$ cat config.mk
export PLATFORM = sky130hd
export DESIGN_NAME = vvc_nal_rtp_packetizer
export DESIGN_NICKNAME = d
export VERILOG_FILES = /design/src/hdl/vnrp_pkg.sv /design/src/hdl/vnrp_front.sv /design/src/hdl/vnrp_queue.sv /design/src/hdl/vnrp_back.sv /design/src/hdl/vvc_nal_rtp_packetizer.sv
export SDC_FILE = /design/constraint.sdc
export NUM_CORES = 2
export LEC_CHECK = 0
export BUFFER_PORTS_ARGS = -buffer_cell sky130_fd_sc_hd__buf_2
export CAP_MARGIN = 15
export CORE_AREA = 2 2 392 394
export CTS_CLUSTER_SIZE = 28
export DETAILED_ROUTE_END_ITERATION = 6
export DIE_AREA = 0 0 394 396
export GPL_TIMING_DRIVEN = 0
export PLACE_DENSITY = 0.58
export RECOVER_POWER = 50
export SLEW_MARGIN = 20
export SYNTH_ARGS = -nofsm -noshare
export SYNTH_HDL_FRONTEND = slang
export SYNTH_HIERARCHICAL = 1
export SYNTH_SLANG_ARGS = --single-unit
$ cat constraint.sdc
create_clock -name clk -period 16 [get_ports clk]
set_input_delay 1.6 -clock clk [delete_from_list [all_inputs] [get_ports clk]]
set_output_delay 1.6 -clock clk [all_outputs]
set_load 0.01 [all_outputs]
$ cat src/hdl/vnrp_pkg.sv
package vnrp_pkg;

  localparam int SIZE_WIDTH = 16;
  localparam logic [15:0] SIZE_MASK = 16'((1 << SIZE_WIDTH) - 1);

  localparam int MAX_RES = 8;
  localparam int QDEPTH  = 4;

  localparam logic [1:0] KIND_DATA = 2'd0;
  localparam logic [1:0] KIND_END  = 2'd1;
  localparam logic [1:0] KIND_BAD  = 2'd2;

  localparam logic [1:0] MODE_NONE   = 2'd0;
  localparam logic [1:0] MODE_SINGLE = 2'd1;
  localparam logic [1:0] MODE_AGG    = 2'd2;
  localparam logic [1:0] MODE_FRAG   = 2'd3;

  localparam logic [4:0] AP_TYPE = 5'd28;
  localparam logic [4:0] FU_TYPE = 5'd29;

  localparam logic [15:0] LIMIT_MIN   = 16'd16;
  localparam logic [15:0] LIMIT_RESET = 16'd1400;

  typedef struct packed {
    logic [1:0]  kind;
    logic [7:0]  data;
    logic        start;
    logic [15:0] seq;
  } res_t;

  // One accepted request's results, in order; cnt is 1..MAX_RES.
  typedef struct packed {
    res_t [MAX_RES-1:0] r;
    logic [3:0]         cnt;
  } rec_t;

  function automatic res_t mk_res(logic [1:0] kind, logic [7:0] data, logic start,
                                  logic [15:0] seq);
    res_t x;
    x.kind  = kind;
    x.data  = (kind == KIND_DATA) ? data : 8'd0;
    x.start = start;
    x.seq   = start ? seq : 16'd0;
    return x;
  endfunction

endpackage

$ cat src/hdl/vnrp_front.sv
module vnrp_front (
  input  logic          clk,
  input  logic          rst,
  input  logic          cfg_we,
  input  logic [15:0]   cfg_data,
  input  logic          in_valid,
  output logic          in_ready,
  input  logic          op,
  input  logic [7:0]    nal_byte,
  input  logic          unit_first,
  input  logic [15:0]   unit_size,
  input  logic          has_next,
  input  logic [15:0]   next_size,
  input  logic          q_full,
  output logic          q_push,
  output vnrp_pkg::rec_t q_rec
);
  import vnrp_pkg::*;

  logic [15:0] payload_limit;
  logic [15:0] byte_index, unit_length, aggregate_bytes, fragment_bytes, next_seq, next_raw;
  logic [2:0]  prefix_length, temporal_id;
  logic [7:0]  held_header;
  logic [1:0]  unit_mode;
  logic [4:0]  unit_type;
  logic        active, pkt_open, next_valid;

  logic [15:0] byte_index_next, unit_length_next, aggregate_bytes_next;
  logic [15:0] fragment_bytes_next, next_seq_next, next_raw_next;
  logic [2:0]  prefix_length_next, temporal_id_next;
  logic [7:0]  held_header_next;
  logic [1:0]  unit_mode_next;
  logic [4:0]  unit_type_next;
  logic        active_next, pkt_open_next, next_valid_next;

  res_t [MAX_RES-1:0] r;
  logic [3:0]  n;
  logic        accept;

  assign in_ready = !q_full;
  assign accept   = in_valid && in_ready;

  always_comb begin
    logic [15:0] lim, len, b, maxsz;
    logic        last, s, e;
    lim   = (payload_limit < LIMIT_MIN) ? LIMIT_MIN : payload_limit;
    maxsz = lim - 16'd3;
    len   = 16'd0;
    b     = 16'd0;
    last  = 1'b0;
    s     = 1'b0;
    e     = 1'b0;
    r = '0;
    n = 4'd0;
    byte_index_next      = byte_index;
    unit_length_next     = unit_length;
    aggregate_bytes_next = aggregate_bytes;
    fragment_bytes_next  = fragment_bytes;
    next_seq_next        = next_seq;
    next_raw_next        = next_raw;
    prefix_length_next   = prefix_length;
    temporal_id_next     = temporal_id;
    held_header_next     = held_header;
    unit_mode_next       = unit_mode;
    unit_type_next       = unit_type;
    active_next          = active;
    pkt_open_next        = pkt_open;
    next_valid_next      = next_valid;

    // abandon any unit in progress on a flush or a new unit
    if (op || unit_first) begin
      if (active_next) begin
        if (pkt_open_next) begin
          r[n[2:0]] = mk_res(KIND_END, 8'd0, 1'b0, next_seq_next); n = n + 4'd1;
        end
        if (unit_mode_next == MODE_AGG && aggregate_bytes_next != 16'd0) begin
          r[n[2:0]] = mk_res(KIND_END, 8'd0, 1'b0, next_seq_next); n = n + 4'd1;
          aggregate_bytes_next = 16'd0;
        end
      end
      pkt_open_next  = 1'b0;
      active_next    = 1'b0;
      unit_mode_next = MODE_NONE;
    end

    if (op) begin
      if (aggregate_bytes_next != 16'd0) begin
        r[n[2:0]] = mk_res(KIND_END, 8'd0, 1'b0, next_seq_next); n = n + 4'd1;
        aggregate_bytes_next = 16'd0;
      end
    end else begin
      if (unit_first) begin
        unit_length_next    = unit_size & SIZE_MASK;
        next_valid_next     = has_next;
        next_raw_next       = next_size & SIZE_MASK;
        byte_index_next     = 16'd0;
        prefix_length_next  = 3'd0;
        fragment_bytes_next = 16'd0;
        active_next         = (unit_size & SIZE_MASK) != 16'd0;
      end
      if (active_next) begin
        b = byte_index_next;
        if (prefix_length_next == 3'd0) begin
          if (b == 16'd2 && nal_byte == 8'd1) begin
            prefix_length_next = 3'd3;
          end else if (b == 16'd3) begin
            if (nal_byte == 8'd1) begin
              prefix_length_next = 3'd4;
            end else begin
              r[n[2:0]] = mk_res(KIND_BAD, 8'd0, 1'b0, next_seq_next); n = n + 4'd1;
              active_next = 1'b0;
            end
          end
          if (prefix_length_next != 3'd0 &&
              {1'b0, unit_length_next} < 17'(prefix_length_next) + 17'd2)
            active_next = 1'b0;
        end else if (b == 16'(prefix_length_next)) begin
          held_header_next = nal_byte;
        end else if (b == 16'(prefix_length_next) + 16'd1) begin
          // decision on the second header byte
          len = unit_length_next - 16'(prefix_length_next);
          unit_type_next   = nal_byte[7:3];
          temporal_id_next = nal_byte[2:0];
          if (len >= lim) begin
            if (aggregate_bytes_next != 16'd0) begin
              r[n[2:0]] = mk_res(KIND_END, 8'd0, 1'b0, next_seq_next); n = n + 4'd1;
              aggregate_bytes_next = 16'd0;
            end
            unit_mode_next      = MODE_FRAG;
            fragment_bytes_next = 16'd0;
          end else begin
            if (aggregate_bytes_next != 16'd0 &&
                18'(aggregate_bytes_next) + 18'd2 + 18'(len) > 18'(lim)) begin
              r[n[2:0]] = mk_res(KIND_END, 8'd0, 1'b0, next_seq_next); n = n + 4'd1;
              aggregate_bytes_next = 16'd0;
            end
            if (aggregate_bytes_next == 16'd0 && next_valid_next &&
                18'd6 + 18'(len) + 18'(next_raw_next) <= 18'(lim)) begin
              r[n[2:0]] = mk_res(KIND_DATA, held_header_next, 1'b1, next_seq_next);
              n = n + 4'd1;
              next_seq_next = next_seq_next + 16'd1;
              r[n[2:0]] = mk_res(KIND_DATA, {AP_TYPE, temporal_id_next}, 1'b0, 16'd0);
              n = n + 4'd1;
              r[n[2:0]] = mk_res(KIND_DATA, len[15:8], 1'b0, 16'd0); n = n + 4'd1;
              r[n[2:0]] = mk_res(KIND_DATA, len[7:0], 1'b0, 16'd0); n = n + 4'd1;
              r[n[2:0]] = mk_res(KIND_DATA, held_header_next, 1'b0, 16'd0); n = n + 4'd1;
              r[n[2:0]] = mk_res(KIND_DATA, nal_byte, 1'b0, 16'd0); n = n + 4'd1;
              aggregate_bytes_next = len + 16'd4;
              unit_mode_next = MODE_AGG;
            end else if (aggregate_bytes_next != 16'd0) begin
              r[n[2:0]] = mk_res(KIND_DATA, len[15:8], 1'b0, 16'd0); n = n + 4'd1;
              r[n[2:0]] = mk_res(KIND_DATA, len[7:0], 1'b0, 16'd0); n = n + 4'd1;
              r[n[2:0]] = mk_res(KIND_DATA, held_header_next, 1'b0, 16'd0); n = n + 4'd1;
              r[n[2:0]] = mk_res(KIND_DATA, nal_byte, 1'b0, 16'd0); n = n + 4'd1;
              aggregate_bytes_next = aggregate_bytes_next + 16'd2 + len;
              unit_mode_next = MODE_AGG;
            end else begin
              r[n[2:0]] = mk_res(KIND_DATA, held_header_next, 1'b1, next_seq_next);
              n = n + 4'd1;
              next_seq_next = next_seq_next + 16'd1;
              r[n[2:0]] = mk_res(KIND_DATA, nal_byte, 1'b0, 16'd0); n = n + 4'd1;
              pkt_open_next  = 1'b1;
              unit_mode_next = MODE_SINGLE;
              if (len == 16'd2) begin
                r[n[2:0]] = mk_res(KIND_END, 8'd0, 1'b0, 16'd0); n = n + 4'd1;
                pkt_open_next = 1'b0;
              end
            end
          end
        end else begin
          // body byte
          last = (17'(b) + 17'd1) == 17'(unit_length_next);
          case (unit_mode_next)
            MODE_SINGLE: begin
              r[n[2:0]] = mk_res(KIND_DATA, nal_byte, 1'b0, 16'd0); n = n + 4'd1;
              if (last) begin
                r[n[2:0]] = mk_res(KIND_END, 8'd0, 1'b0, 16'd0); n = n + 4'd1;
                pkt_open_next = 1'b0;
              end
            end
            MODE_AGG: begin
              r[n[2:0]] = mk_res(KIND_DATA, nal_byte, 1'b0, 16'd0); n = n + 4'd1;
            end
            MODE_FRAG: begin
              if (fragment_bytes_next == 16'd0) begin
                s = (17'(b) == 17'(prefix_length_next) + 17'd2);
                e = (unit_length_next - b) <= maxsz;
                r[n[2:0]] = mk_res(KIND_DATA, held_header_next, 1'b1, next_seq_next);
                n = n + 4'd1;
                next_seq_next = next_seq_next + 16'd1;
                r[n[2:0]] = mk_res(KIND_DATA, {FU_TYPE, temporal_id_next}, 1'b0, 16'd0);
                n = n + 4'd1;
                r[n[2:0]] = mk_res(KIND_DATA, {s, e, 1'b0, unit_type_next}, 1'b0, 16'd0);
                n = n + 4'd1;
                pkt_open_next = 1'b1;
              end
              r[n[2:0]] = mk_res(KIND_DATA, nal_byte, 1'b0, 16'd0); n = n + 4'd1;
              fragment_bytes_next = fragment_bytes_next + 16'd1;
              if (fragment_bytes_next >= maxsz || last) begin
                r[n[2:0]] = mk_res(KIND_END, 8'd0, 1'b0, 16'd0); n = n + 4'd1;
                fragment_bytes_next = 16'd0;
                pkt_open_next = 1'b0;
              end
            end
            default: ;
          endcase
        end
        byte_index_next = byte_index_next + 16'd1;
        if (active_next && byte_index_next >= unit_length_next) begin
          active_next    = 1'b0;
          unit_mode_next = MODE_NONE;
        end
      end
    end
  end

  assign q_push    = accept && (n != 4'd0);
  assign q_rec.r   = r;
  assign q_rec.cnt = n;

  always_ff @(posedge clk) begin
    if (rst) begin
      payload_limit   <= LIMIT_RESET;
      byte_index      <= '0;
      unit_length     <= '0;
      aggregate_bytes <= '0;
      fragment_bytes  <= '0;
      next_seq        <= '0;
      next_raw        <= '0;
      prefix_length   <= '0;
      temporal_id     <= '0;
      held_header     <= '0;
      unit_mode       <= MODE_NONE;
      unit_type       <= '0;
      active          <= 1'b0;
      pkt_open        <= 1'b0;
      next_valid      <= 1'b0;
    end else begin
      if (cfg_we) payload_limit <= cfg_data;
      if (accept) begin
        byte_index      <= byte_index_next;
        unit_length     <= unit_length_next;
        aggregate_bytes <= aggregate_bytes_next;
        fragment_bytes  <= fragment_bytes_next;
        next_seq        <= next_seq_next;
        next_raw        <= next_raw_next;
        prefix_length   <= prefix_length_next;
        temporal_id     <= temporal_id_next;
        held_header     <= held_header_next;
        unit_mode       <= unit_mode_next;
        unit_type       <= unit_type_next;
        active          <= active_next;
        pkt_open        <= pkt_open_next;
        next_valid      <= next_valid_next;
      end
    end
  end

endmodule

$ cat src/hdl/vnrp_queue.sv
module vnrp_queue (
  input  logic           clk,
  input  logic           rst,
  input  logic           push,
  input  vnrp_pkg::rec_t push_rec,
  output logic           full,
  input  logic           pop,
  output logic           empty,
  output vnrp_pkg::rec_t head
);
  import vnrp_pkg::*;

  localparam int PW = $clog2(QDEPTH);

  rec_t           slots [QDEPTH];
  logic [PW-1:0]  wr_ptr, rd_ptr;
  logic [PW:0]    count;

  assign full  = count == (PW+1)'(QDEPTH);
  assign empty = count == '0;
  assign head  = slots[rd_ptr];

  always_ff @(posedge clk) begin
    if (push) slots[wr_ptr] <= push_rec;
  end

  always_ff @(posedge clk) begin
    if (rst) begin
      wr_ptr <= '0;
      rd_ptr <= '0;
      count  <= '0;
    end else begin
      if (push) wr_ptr <= wr_ptr + 1'b1;
      if (pop)  rd_ptr <= rd_ptr + 1'b1;
      count <= count + (PW+1)'(push) - (PW+1)'(pop);
    end
  end

endmodule

$ cat src/hdl/vnrp_back.sv
module vnrp_back (
  input  logic           clk,
  input  logic           rst,
  input  logic           empty,
  input  vnrp_pkg::rec_t head,
  output logic           pop,
  output logic           out_valid,
  input  logic           out_ready,
  output vnrp_pkg::res_t out_res,
  output logic           out_last
);
  import vnrp_pkg::*;

  logic [2:0] idx;
  logic       load, final_one;

  assign load      = !empty && (!out_valid || out_ready);
  assign final_one = (4'(idx) + 4'd1) == head.cnt;
  assign pop       = load && final_one;

  always_ff @(posedge clk) begin
    if (load) begin
      out_res  <= head.r[idx];
      out_last <= final_one;
    end
  end

  always_ff @(posedge clk) begin
    if (rst) begin
      out_valid <= 1'b0;
      idx       <= '0;
    end else begin
      if (load) begin
        out_valid <= 1'b1;
        idx       <= final_one ? 3'd0 : idx + 3'd1;
      end else if (out_ready) begin
        out_valid <= 1'b0;
      end
    end
  end

endmodule

$ cat src/hdl/vvc_nal_rtp_packetizer.sv
// A result passes through the request queue and the registered output stage to m_axis.
// Throughput: one request per cycle while each yields at most one result and the queue
//   is not full; results leave at one per cycle while m_axis_tready is high.
// A four-entry request queue between classifier and serializer absorbs bursts.
// Reset (rst, synchronous, active high) clears all unit state, the sequence
//   number and the queue, and sets payload_limit to 1400.
module vvc_nal_rtp_packetizer (
  input  logic        clk,
  input  logic        rst,
  // configuration: payload_limit
  input  logic        cfg_valid,
  output logic        cfg_ready,
  input  logic [15:0] cfg_data,
  // input stream
  input  logic        s_axis_tvalid,
  output logic        s_axis_tready,
  input  logic [47:0] s_axis_tdata,  // nal_byte[7:0], unit_first[8], unit_size[24:9],
                                     // has_next[25], next_size[41:26], zero[47:42]
  input  logic        s_axis_tuser,  // op: 0 stream byte, 1 flush
  // output stream
  output logic        m_axis_tvalid,
  input  logic        m_axis_tready,
  output logic [31:0] m_axis_tdata,  // payload_byte[7:0], packet_start[8],
                                     // seq_number[24:9], zero[31:25]
  output logic [1:0]  m_axis_tuser,  // kind: 0 payload, 1 end of packet, 2 bad start code
  output logic        m_axis_tlast   // last_of_run: final result of a request
);
  import vnrp_pkg::*;

  logic  q_full, q_push, q_empty, q_pop;
  rec_t  q_rec, q_head;
  res_t  out_res;

  // Register writes are always taken; the user must write only while the block is idle (not enforced).
  assign cfg_ready = 1'b1;

  // Front: start-code stripping, packet mode decision and result generation.
  vnrp_front u_front (
    .clk        (clk),
    .rst        (rst),
    .cfg_we     (cfg_valid),
    .cfg_data   (cfg_data),
    .in_valid   (s_axis_tvalid),
    .in_ready   (s_axis_tready),
    .op         (s_axis_tuser),
    .nal_byte   (s_axis_tdata[7:0]),
    .unit_first (s_axis_tdata[8]),
    .unit_size  (s_axis_tdata[24:9]),
    .has_next   (s_axis_tdata[25]),
    .next_size  (s_axis_tdata[41:26]),
    .q_full     (q_full),
    .q_push     (q_push),
    .q_rec      (q_rec)
  );

  // Queue of per-request result lists.
  vnrp_queue u_queue (
    .clk      (clk),
    .rst      (rst),
    .push     (q_push),
    .push_rec (q_rec),
    .full     (q_full),
    .pop      (q_pop),
    .empty    (q_empty),
    .head     (q_head)
  );

  // Back: serialize results into the registered output stage.
  vnrp_back u_back (
    .clk       (clk),
    .rst       (rst),
    .empty     (q_empty),
    .head      (q_head),
    .pop       (q_pop),
    .out_valid (m_axis_tvalid),
    .out_ready (m_axis_tready),
    .out_res   (out_res),
    .out_last  (m_axis_tlast)
  );

  assign m_axis_tdata = {7'd0, out_res.seq, out_res.start, out_res.data};
  assign m_axis_tuser = out_res.kind;

endmodule

## Yosys cells after proc, flatten, opt, wreduce, memory -nomap -nowiden

Memories as Yosys holds them, arrays and structs flattened. A register that Yosys moved wholly into a read port is not among the register bits.
Cells that the tools add are included.

| cells by class | value |
|---|---|
| add/subtract/negate cells | 35 |
| $lt $le $gt $ge | 33 |
| equality and inequality tests | 16 |
| muxes and demuxes | 212 |
| bitwise gates (word level) | 21 |
| reductions and logical operators | 46 |

Operators by type and width:

| kind | count |
|---|---|
| 216-bit 2-to-1 mux | 32 |
| 216-bit bitwise mux | 16 |
| 208-bit NOT | 6 |
| 208-bit AND | 5 |
| 27-bit demux with 3-bit select | 12 |
| 16-bit 2-to-1 mux | 42 |
| 216-bit one-hot mux with 3 select lines | 1 |
| 27-bit 2-to-1 mux | 15 |
| 26-bit by 208-bit AND with 208-bit output | 1 |
| 4-bit 2-to-1 mux | 34 |
| 27-bit binary-select mux with 3-bit select | 1 |
| 16-bit nonzero test | 4 |
| 3-bit by 4-bit less-than comparator with 1-bit output, second input constant | 13 |
| 16-bit by 1-bit adder with 16-bit output, second input constant | 3 |
| 4-bit by 1-bit adder with 4-bit output, second input constant | 12 |
| 16-bit by 2-bit == test with 1-bit output, second input constant | 3 |
| 16-bit greater-or-equal comparator | 3 |
| 8-bit bitwise OR | 5 |
| 18-bit by 16-bit adder with 18-bit output | 2 |
| 3-bit by 1-bit greater-or-equal comparator with 1-bit output, second input constant | 12 |
| 1-bit 2-to-1 mux | 33 |
| 3-bit 2-to-1 mux | 11 |
| 16-bit logical NOT | 2 |
| 26-bit 2-to-1 mux | 1 |
| 47 further kinds | 94 |

| word-level totals | value |
|---|---|
| bits in registers | 175 |
| memory bits (writable) | 880 |
| bits of input ports | 70 |
| logic and storage cells | 389 |
| memories kept | 1 |

Memory list:

| name | depth | width | rd ports | clocked after memory_dff | write ports | RTL line | source |
|---|---|---|---|---|---|---|---|
| u_queue.slots | 4 | 220 | 1 | 1 | 1 | vnrp_queue.sv:15 | `rec_t slots [QDEPTH];` |

## Depth between registers and ports, before layout

| logic depth | value |
|---|---|
| depth after elaboration | 33 |
| mapped depth | 52 |
| mapped depth without buffers | 43 |

## Modules after synthesis

Netlist, hierarchy kept.

Modules (own cells, without submodules):

| module | instances | cells each | area an instance (sq um) |
|---|---|---|---|
| vnrp_queue | 1 | 1191 | 32398.6 |
| vnrp_front | 1 | 3763 | 25248.0 |
| vnrp_back | 1 | 154 | 2768.9 |
| vvc_nal_rtp_packetizer | 1 | 10 | 67.6 |

## Least setup slack after synthesis

OpenSTA, ideal clock, no wires.

| timing | value |
|---|---|
| path type | in2reg |
| start | input s_axis_tdata[8] |
| end | memory u_queue/slots[0][0] (netlist name), enable pin |
| library setup time | 0.607 ns |
| arrival time | 15.402 ns |
| required time | 15.393 ns |
| setup slack | -0.009 ns |
| cell stages on the path | 38 |
| buffers on the path | 9 |
| cells stage by stage | buf_6 -> buf_2 -> buf_2 -> buf_2 -> clkbuf_1 -> buf_1 -> mux2i_1 -> inv_1 -> ha_1 -> a21oi_1 -> nand4_1 -> xnor2_1 -> inv_1 -> clkbuf_1 -> ha_1 -> ha_1 -> nor2b_1 -> a311oi_2 -> [2 not listed] -> xnor2_1 -> ha_1 -> a21oi_1 -> a21boi_1 -> a2111oi_2 -> a311oi_1 -> or2_2 -> a21o_1 -> a211oi_4 -> inv_2 -> buf_1 -> ha_1 -> buf_1 -> a211oi_1 -> a211o_1 -> a31oi_1 -> o41a_1 -> and2_1 |

RTL lines:

| what | RTL line | source |
|---|---|---|
| start, declared | vvc_nal_rtp_packetizer.sv:17 | `input logic [47:0] s_axis_tdata,` |
| end, declared | vnrp_queue.sv:15 |  |

==> flow_summary_export.csv <==
group,metric,value,unit
clocking,clk-insertion-delay-late,790,ps
sta,final.setup.tns,0,ps
worst_setup_path,crit_path_start_kind,"input port",
drt,num_vias,50200,
floorplanning,floorplan.die_area,156000,µm²
sta,final.setup_skew,77.2,ps
status,run_status,"finished, violations left",
worst_setup_path,crit_path_end_kind,"flip-flop",
sta,finalMaxSlewViolations,19,
worst_setup_path,reg2reg_to,"u_queue/slots[3][102]$_DFFE_PP_",
worst_setup_path,critical-path-top-cell-by-count,"buf_2",
yosys,syn_inst,5118,
sta,report.final.setup_viol,0,
sta,slew_worst_pin,1810,ps
grt,first_global_vias,48500,
power,power.clock.fraction,0.361,
power,finalPower,0.00749,W
finish,final_common_cell,"edfxtp_1",
worst_setup_path,timing.reg2reg.worst_path_depth,36,
clocking,cts_tree,"yes",
power,share_of_power_burned_in_registers,0.415,
min_path,worst_hold_path.num_cells,2,
clocking,max-clock-path-buffers,3,
power,switchingPower,0.00233,W
sta,timing.final.crit_period,15880,ps
floorplanning,core,152000,µm²
power,combinationalPowerShare,0.224,
sta,layout_setup_ws,122,ps
placed_design,pre_cts_slack,-2500,ps
finish,layout-drive-gt1-share,0.163,
drt,maxUsedRoutingLayer,"met5",
placed_design,placedInstanceArea,64900,µm²
clocking,cts.htree.levels,3,
floorplanning,floorplan.initialDensity,0.399,
finish,most-common-layout-cells,"edfxtp_1 (908), nor2_1 (462), nand2_1 (370), mux4_2 (274), a21oi_1 (260)",
worst_setup_path,worst_reg2reg_path_startpoint,"u_front/prefix_length[2]$_SDFFE_PP0P_",
power,internal-power,0.00516,W
power,powerDensity,109,nW/µm²
yosys,ys_seq_area_frac,0.500,
drt,routed_via_density,6.66,
clocking,cts_made_buffers,112,
drt,routedWlPerCell,40.4,µm
worst_setup_path,required,16450,ps
floorplanning,number_of_ports_placed_on_the_die_boundary,108,
yosys,syn-cell-area,60500,µm²
yosys,ffs_latches_synth,1057,
drt,drt_first_pass_iters,7,
yosys,ys_async_sr_fraction,0,
drt,met2_length,132,mm
clocking,cts_sinks,1057,
worst_setup_path,crit_path_max_incr_delay,970,ps
placed_design,post-dp-hpwl,224,mm
drt,routed-wl-met3,30.6,mm
drt,wl_met1,115,mm
worst_setup_path,worstSetupPathType,"in -> reg",
drt,drc,6,
power,max-vdd-ir-drop,0.0000997,V
worst_setup_path,critPathMaxFanout,19,
power,sw_frac_of_total,0.311,
yosys,synthFlopType,"edfxtp_1",
worst_setup_path,crit_path_top_delay_cell,"clkinv_1",
power,power_leakage,23.2,nW
clocking,ctsRootBufferMaster,"clkbuf_16",
floorplanning,die_width,394,µm
drt,drt_wl_total,304,mm
sta,timing.max_slew.rel_slack,-0.210,
worst_setup_path,setup.reg_to_reg.worst_slack,2390,ps
sta,hold_violations,0,
grt,grt_start_max_net_pins,47,
yosys,number_of_enable_type_register_cells_in_the_synthesized_netlist,908,
sta,finalCritPeriodShare,0.992,
grt,global_route_wire_length_before_repair,411,mm
status,failing_checks,"design-rule violations, max-capacitance violations, max-slew violations",
sta,maximum_clock_frequency,63.0,MHz
grt,antenna_found_initial,36,
clocking,reg_clk_slew_reported_paths,60,ps
placed_design,place_congestion,1.08,
finish,nNetsFinal,5707,
yosys,synth_area_per_cell,11.8,µm²
floorplanning,fp-row-count,143,
run,max-cap-violations,1,
drt,drt-initial-drc-count,7127,
finish,syn2layout_area_growth,13.9,%
placed_design,buffer_ports.inserted,88,
clocking,post-cts-setup-buffer-count,0,
yosys,synth_cell_type_count,111,
grt,globalRouteOverflowTotal,0,
min_path,whs_endpoint,"u_front/next_valid$_SDFFE_PP0P_",
finish,final_area,68900,µm²
min_path,min_path_type,"reg -> reg",
drt,final_antenna_net_count,0,
worst_setup_path,cp_data_arrival_time,16330,ps
yosys,synthesis.yosys.warnings,6,
grt,gr-usage-all-layers,0.384,
floorplanning,die_height,396,µm
clocking,cts.hold.buffers_added,0,
min_path,worst_hold_startpoint,"u_front/next_valid$_SDFFE_PP0P_",
-- power by group through the flow --
stage               clock network (W)  logic [W]  registers, W
finish                        0.00270    0.00168       0.00311
global route                  0.00285    0.00172       0.00312
CTS                           0.00275    0.00164       0.00311
detailed placement                  0    0.00163       0.00317
global placement                    0    0.00156       0.00318
floorplan                           0   0.000884       0.00318
-- per-stage QoR --
stage          instances  hold slack (ps)  utilization
6_report            7534              469        0.454
5_1_grt             7515              494        0.454
4_1_cts             7507              471        0.454
3_5_place_dp        7299              459        0.428
3_3_place_gp        7245              447        0.419
2_1_floorplan       5127              436            -
-- cells in the mapped netlist, types with 83 or more instances --
cell type / count / area share
edfxtp_1: 908 / 0.45
nor2_1: 469 / 0.029
nand2_1: 370 / 0.023
mux4_2: 274 / 0.10
a21oi_1: 264 / 0.022
clkbuf_1: 263 / 0.016
ha_1: 247 / 0.051
o21ai_0: 240 / 0.020
dfxtp_1: 149 / 0.049
inv_1: 124 / 0.0077
nor3_1: 109 / 0.0090
nand3_1: 108 / 0.0089
xnor2_1: 106 / 0.015
a22oi_1: 103 / 0.013
and2_1: 102 / 0.011
o22ai_1: 83 / 0.0086
-- state kept, by name, summed over array words and instances, names as in the netlist, 2 cells and up, named ones only --
register                 count
u_back/idx                   3
u_back/out_res              27
u_front/aggregate_bytes     16
u_front/byte_index          16
u_front/fragment_bytes      16
u_front/held_header          8
u_front/next_raw            16
u_front/next_seq            16
u_front/payload_limit       16
u_front/prefix_length        3
u_front/temporal_id          3
u_front/unit_length         16
u_front/unit_mode            2
u_front/unit_type            5
u_queue/count                3
u_queue/rd_ptr               2
u_queue/slots              880
u_queue/wr_ptr               2
-- worst max path at each step --
stage | start | end | slack [ps] | cells after the start
floorplan | s_axis_tdata[8] | u_queue/slots[1][0]$_DFFE_PP_ | 2430 | 38
global placement | s_axis_tdata[8] | u_queue/slots[3][50]$_DFFE_PP_ | -7510 | 40
detailed placement | s_axis_tdata[8] | u_queue/slots[0][106]$_DFFE_PP_ | -2500 | 46
CTS | s_axis_tdata[8] | u_queue/slots[0][108]$_DFFE_PP_ | 140 | 47
global route | s_axis_tdata[8] | u_queue/slots[0][108]$_DFFE_PP_ | -8 | 46
finish | s_axis_tdata[8] | u_queue/slots[3][102]$_DFFE_PP_ | 120 | 42
-- layer usage --
metal,global-route usage,vias up
li1,-,20500
met1,0.469,25300
met2,0.575,3274
met3,0.118,1035
met4,0.278,22
met5,0,-
-- critical path: cells and delay by family --
family,cells,cell delay (ps)
xor+xnor,2,940
buf+inv,15,5270
compound gates,10,3960
simple gates,9,2190
fa+ha+maj,5,1850
mux,1,430
-- repair_timing --
| action | 4_1_cts | 5_1_grt |
|---|---|---|
| gates resized for setup | 22 | 8 |
| endpoints found under the setup margin | 1489 | 1151 |
| endpoints found under the hold margin | 0 | 0 |
-- cell type report --
type	count	area, µm²
buffer	393	2130
sequential	1057	30200
fill	14000	82700
inverter	133	499
clock inverter	69	841
tap	2030	2540
timing repair buffer	144	1480
multi-input combinational	3543	28100
clock buffer	139	2990
antenna	26	65.1
-- cells by family (layout without fill, tap and decap cells) --
kind of cell,after synthesis,in the layout,share of synthesized area
compound gates,1308,1308,0.149
other cells,3,38,0.000186
buf+inv,527,878,0.0419
simple gates,1441,1441,0.113
xor+xnor,147,147,0.0218
fa+ha+maj,253,253,0.0531
mux,382,382,0.122
flops,1057,1057,0.500
No activity file was read; power rests on OpenSTA's default activity.
